### config.mk
export PLATFORM = sky130hd
export DESIGN_NAME = hpq_qualifier
export DESIGN_NICKNAME = d
export VERILOG_FILES = /design/src/rtl/hpq_pkg.sv /design/src/rtl/hpq_qualifier.sv
export SDC_FILE = /design/constraint.sdc
export NUM_CORES = 1
export LEC_CHECK = 0
export BUFFER_PORTS_ARGS = -buffer_cell sky130_fd_sc_hd__buf_4
export CAP_MARGIN = 25
export CORE_AREA = 2 2 155 157
export DETAILED_ROUTE_END_ITERATION = 10
export DIE_AREA = 0 0 157 159
export PLACE_DENSITY_LB_ADDON = 0.25
export SLEW_MARGIN = 40
export SYNTH_ARGS = -nofsm -noshare
export SYNTH_HDL_FRONTEND = slang
export SYNTH_SLANG_ARGS = --single-unit
### constraint.sdc
create_clock -name i_clk -period 5.1 [get_ports i_clk]
set_clock_uncertainty 0.1 [all_clocks]
set_input_delay 0.255 -clock i_clk [delete_from_list [all_inputs] [get_ports i_clk]]
set_output_delay 0.255 -clock i_clk [all_outputs]
set_load 0.02 [all_outputs]
### src/rtl/hpq_pkg.sv
package hpq_pkg;

    // Fixed field widths
    localparam int unsigned EVT_TIME_W = 48;
    localparam int unsigned PERIOD_W   = 32;
    localparam int unsigned COUNT_W    = 8;
    localparam int unsigned CFG_IDX_W  = 8;
    localparam int unsigned CFG_DATA_W = 32;

    // Event kinds
    localparam logic CMD_EDGE = 1'b0;
    localparam logic CMD_READ = 1'b1;

    // Register indexes
    localparam logic [CFG_IDX_W-1:0] REG_MIN_PERIOD    = CFG_IDX_W'(0);
    localparam logic [CFG_IDX_W-1:0] REG_MAX_PERIOD    = CFG_IDX_W'(1);
    localparam logic [CFG_IDX_W-1:0] REG_STALL_TIMEOUT = CFG_IDX_W'(2);
    localparam logic [CFG_IDX_W-1:0] REG_COUNT_LIMIT   = CFG_IDX_W'(3);

    // Register reset values
    localparam logic [PERIOD_W-1:0] RST_MIN_PERIOD    = 32'd25000000;
    localparam logic [PERIOD_W-1:0] RST_MAX_PERIOD    = 32'd70000000;
    localparam logic [PERIOD_W-1:0] RST_STALL_TIMEOUT = 32'd500000000;
    localparam logic [COUNT_W-1:0]  RST_COUNT_LIMIT   = 8'd10;

    typedef struct packed {
        logic                  cmd;
        logic [EVT_TIME_W-1:0] event_time;
    } t_evt_item;

    typedef struct packed {
        logic                sync_valid;
        logic [PERIOD_W-1:0] period;
        logic [COUNT_W-1:0]  stable_count;
        logic                read_reply;
    } t_res_item;

    typedef struct packed {
        logic [CFG_IDX_W-1:0]  index;
        logic [CFG_DATA_W-1:0] data;
    } t_cfg_item;

    typedef struct packed {
        logic [PERIOD_W-1:0] min_period;
        logic [PERIOD_W-1:0] max_period;
        logic [PERIOD_W-1:0] stall_timeout;
        logic [COUNT_W-1:0]  count_limit;
    } t_cfg_regs;

endpackage

### src/rtl/hpq_qualifier.sv
module hpq_qualifier #(
    parameter int unsigned TIME_WIDTH = 48
) (
    input  logic               i_clk,
    input  logic               i_rst_n,
    input  hpq_pkg::t_cfg_regs i_regs,
    input  hpq_pkg::t_evt_item i_item,
    input  logic               i_fire,
    output hpq_pkg::t_res_item o_res
);
    import hpq_pkg::*;

    logic [TIME_WIDTH-1:0] r_last_edge;
    logic [TIME_WIDTH-1:0] n_last_edge;
    logic [COUNT_W-1:0]    r_count;
    logic [COUNT_W-1:0]    n_count;

    logic [TIME_WIDTH-1:0] now;
    logic [TIME_WIDTH-1:0] dt;
    logic                  dt_ge_min;
    logic                  dt_gt_max;
    logic                  dt_gt_timeout;

    // Elapsed time, modulo the time width
    assign now           = TIME_WIDTH'(i_item.event_time);
    assign dt            = now - r_last_edge;
    assign dt_ge_min     = dt >= TIME_WIDTH'(i_regs.min_period);
    assign dt_gt_max     = dt >  TIME_WIDTH'(i_regs.max_period);
    assign dt_gt_timeout = dt >  TIME_WIDTH'(i_regs.stall_timeout);

    // Next state and result for the item in hand
    always_comb begin
        n_last_edge        = r_last_edge;
        n_count            = r_count;
        o_res.sync_valid   = 1'b0;
        o_res.period       = '0;
        o_res.read_reply   = 1'b0;
        unique case (i_item.cmd)
            CMD_READ: begin
                o_res.read_reply = 1'b1;
                if (dt_gt_timeout) begin
                    n_count = '0;
                end
            end
            CMD_EDGE: begin
                if (dt_ge_min) begin
                    n_last_edge = now;
                    if (dt_gt_max) begin
                        if (r_count != '0) begin
                            n_count = r_count - COUNT_W'(1);
                        end
                    end else begin
                        // count above a lowered limit is left as is
                        if (r_count < i_regs.count_limit) begin
                            n_count = r_count + COUNT_W'(1);
                        end
                        o_res.sync_valid = 1'b1;
                        o_res.period     = dt[PERIOD_W-1:0];
                    end
                end
            end
            default: begin
                n_count = r_count;
            end
        endcase
        o_res.stable_count = n_count;
    end

    always_ff @(posedge i_clk) begin
        if (!i_rst_n) begin
            r_last_edge <= '0;
            r_count     <= '0;
        end else if (i_fire) begin
            r_last_edge <= n_last_edge;
            r_count     <= n_count;
        end
    end

endmodule
==> impl_metrics.csv <==
group,metric,value,unit
power,ir_worst_vdd,190.9,uV
sta,finalSetupViolCount,43,
critical_path,crit_slowest_cell,"or3_4",
floorplan,die_x,157,um
power,p_leak,6.392,nW
synthesis,syn_nets,1576,
floorplan,die_h,159,um
critical_path,worstPathArrival,5140,ps
synthesis,ys_seq_area_share,12.20,%
sta,rsz0062_at_grt,"true",
drt,drcViolationCount,0,
sta,max_freq,0.1818,GHz
critical_path,path_delay_family,"simple AND/OR/NAND/NOR gates",
sta,hold_violations,0,
cells_and_area,fillers,2221,
drt,ant_nets,0,
drt,drt_iter0_drc,656,
cells_and_area,fin_util,58.06,%
synthesis,yosysWarnings,0,
grt,grt_max_degree,60,
floorplan,io_pins,198,
synthesis,synthFlopType,"dfxtp_1",
cts,worstSkewPairLatency,320,ps
floorplan,die_area,24960,um2
sta,finalCritPeriodShare,107.8,%
cts,cts.sinks,56,
cts,cts_max_level,2,
synthesis,synth-simple-area-share,25.03,%
sta,tightest_slew,779.2,ps
critical_path,cp_slowest_stage_delay,390,ps
grt,grt_usage,26.45,%
flow_run,maxCapViolCount,0,
drt,routed_via_density,5.436,
cells_and_area,regArea,1125,um2
min_path,worstHoldPathCells,3,
outcome,outcome,"complete, but fails checks",
critical_path,rr_startpoint,"r_last_edge[8]",
critical_path,worst-path-buf-inv,3,
synthesis,synth_xor_area_share,3.146,%
grt,grt_pass1_wl,53250,um
synthesis,ys_ff_latch,56,
grt,antenna_found_initial,0,
min_path,min_path_type,"primary input to flip-flop",
synthesis,synth-async-reset-ratio,0,%
cts,clk_pin_slew,80,ps
sta,fin_crit,5500,ps
critical_path,cp-end-kind,"output port",
critical_path,cp.required,4740,ps
floorplan,rows,56,
floorplan,coreArea,23190,um2
synthesis,syn_area,9188,um2
drt,wl_per_cell,17.57,um
critical_path,critical_path_class,"flip-flop to output port",
critical_path,rrSetupSlack,-10,ps
drt,drt_wl_total,34110,um
outcome,violations,"setup timing",
cts,clock_path_buffers,2,
drt,vias,10550,
critical_path,reg2reg_depth,26,
synthesis,synth_edf_count,0,
min_path,worstHoldEndpoint,"r_last_edge[41]",
power,power_density,260.8,nW/um2
placed_design,dp_slack,-466.4,ps
placed_design,place_congestion,1.000,
cts,root_buffer,"clkbuf_16",
cells_and_area,syn_to_final_growth,46.56,%
cts,cts_buffers,5,
floorplan,start_util,39.61,%
drt,drt_first_pass_iters,5,
cells_and_area,final_net_count,1932,
critical_path,cp_cell_sequence,"inv_2 > ha_4 > a21o_1 > buf_6 > nand2b_4 > o211a_1 > o2111ai_2 > and3_4 > nor3_1 > nor2_1 > xnor2_2 > ha_1 > nand4_1 > nor2_2 > and3_4 > nand4_1 > nor3_2 > a21oi_4 > or3_4 > nor2_4 > mux2i_1 > a211oi_2 > o21ai_1 > buf_4",
synthesis,synthMuxAreaShare,6.019,%
cells_and_area,multi_input_area,7839,um2
sta,slew_headroom,47.32,%
critical_path,critPathMaxFanout,7,
synthesis,synth_top_family_by_area,"simple AND/OR/NAND/NOR gates",
placed_design,place_hpwl,27260,um
placed_design,numPortBuffers,197,
critical_path,timing.rr.end,"r_last_edge[4]",
grt,first_global_vias,10210,
critical_path,critPathLaunchType,"flip-flop",
synthesis,syn_inst,1266,
cts,cts_tree,"built",
cells_and_area,drive_gt1_share,32.31,%
synthesis,synth_cell_types,78,
sta,drv_slew,0,
min_path,hold_start,"i_item[41]",
cells_and_area,antenna_cells,0,
synthesis,synth_compound_area_share,23.44,%
grt,grt_overflow,0,
synthesis,synthAdderAreaFrac,21.05,%
synthesis,syn_area_per_cell,7.257,um2
sta,setup_slack,-399.7,ps
[power by group]
part           internal, mW  switching [mW]  total [mW]
logic                  1.27            1.31        2.58
clock network         0.207           0.176       0.383
registers             0.479          0.0723       0.551
[synthesized netlist by cell type, types with 4 or more instances]
| cell type | number | area share [%] |
|---|---|---|
| or2_2 | 4 | 0.27 |
| o21ai_0 | 61 | 3.3 |
| a21oi_1 | 89 | 4.8 |
| and2_1 | 10 | 0.68 |
| o21a_1 | 14 | 1.1 |
| xor2_1 | 13 | 1.2 |
| dfxtp_1 | 56 | 12 |
| mux2i_1 | 53 | 5.8 |
| nand2b_1 | 11 | 0.75 |
| a21o_1 | 52 | 4.2 |
| nand2_1 | 86 | 3.5 |
| nand4_1 | 46 | 3.1 |
| nor4b_1 | 4 | 0.38 |
| a2111oi_0 | 4 | 0.38 |
| o2111ai_1 | 5 | 0.48 |
| and3_1 | 11 | 0.75 |
| ha_1 | 153 | 21 |
| clkbuf_1 | 40 | 1.6 |
| o211ai_1 | 9 | 0.74 |
| o22ai_1 | 5 | 0.34 |
| a21boi_0 | 6 | 0.49 |
| a211oi_1 | 11 | 0.90 |
| nor3_1 | 30 | 1.6 |
| buf_2 | 6 | 0.33 |
| o21bai_1 | 5 | 0.41 |
| nor2_1 | 71 | 2.9 |
| a31oi_1 | 6 | 0.41 |
| and4_1 | 12 | 1.1 |
| o31a_1 | 6 | 0.57 |
| o31ai_1 | 9 | 0.74 |
| nor4_1 | 6 | 0.41 |
| or3_1 | 9 | 0.61 |
| nand3_1 | 23 | 1.3 |
| nor2b_1 | 84 | 5.7 |
| a221oi_1 | 4 | 0.38 |
| xnor2_1 | 20 | 1.9 |
| inv_1 | 163 | 6.7 |
| o21ai_1 | 5 | 0.27 |
[per-layer routing]
layer | wire length, um | GRT usage (%) | vias up | share of wire [%]
met5 | 0 | 0 | - | 0
met4 | 1082 | 8.299 | 0 | 3.2
met3 | 2032 | 3.647 | 67 | 6.0
met2 | 15240 | 41.99 | 373 | 45
met1 | 15760 | 36.89 | 4852 | 46
li1 | - | - | 5259 | -
[sequential cells by signal, indices dropped and copies added (netlist names)]
signal	cells
r_last_edge	48
r_count	8
[cell type report]
class	count	area share, %
multi-input combinational	996	58.21
timing repair buffer	399	24.74
sequential	56	8.353
inverter	164	4.590
tap	319	2.964
clock buffer	7	1.134
[cells by family after synthesis]
logic type,Yosys count
and+or+nand+nor,427
DFF,56
adders and majority gates,154
muxes,55
buffers and inverters,214
xor gates and xnor gates,33
AOI/OAI and AO/OA,327
[worst register-to-register path: cells and delay by family, from the launching register on]
family,cells,cell delay [ps]
flip-flops,1,330
XOR/XNOR,1,210
buffers and inverters,6,880
multiplexers,1,220
adder cells (fa/ha/maj),2,590
AND/OR/NAND/NOR,3,490
AO/OA/AOI/OAI,13,2200
[per-stage QoR]
stage	hold slack (ps)	instances	power [mW]	instance area (um2)	TNS [ps]
floorplan	307.9	1266	1.892	9195	0
global placement	394.8	1882	2.704	12050	-18490
detailed placement	403.4	1882	2.730	12050	-26240
CTS	97.66	1926	3.355	13130	-3203
global route	116.0	1941	3.787	13470	-33980
finish	101.2	1941	3.512	13470	-8994
[worst max-delay path by stage]
stage                        start  endpoint  slack [ps]  depth (start not counted)
floorplan           r_last_edge[5]  o_res[8]          40                         21
global placement         i_item[0]  o_res[4]        -310                         25
detailed placement       i_item[0]  o_res[1]        -470                         26
CTS                 r_last_edge[0]  o_res[8]        -240                         25
global route        r_last_edge[4]  o_res[3]        -650                         24
finish              r_last_edge[4]  o_res[3]        -400                         24
[layout by cell type (no fill, tap or decap), types with 33 or more instances in the layout]
master | netlist | layout
mux2i_1 | 53 | 52
buf_6 | 3 | 33
nand2_1 | 86 | 83
o21ai_0 | 61 | 44
buf_4 | 1 | 351
a21oi_1 | 89 | 77
nand4_1 | 46 | 46
inv_1 | 163 | 159
dfxtp_1 | 56 | 53
nor2_1 | 71 | 63
ha_1 | 153 | 146
a21o_1 | 52 | 52
nor2b_1 | 84 | 71
[timing repair]
item,4_1_cts,5_1_grt
buffers inserted,35,13
gates cloned,4,2
endpoints found under the setup margin,97,96
resized for setup,129,50
hold buffers,0,0
pin swaps,55,34
Power figures use the tool's default switching activity.
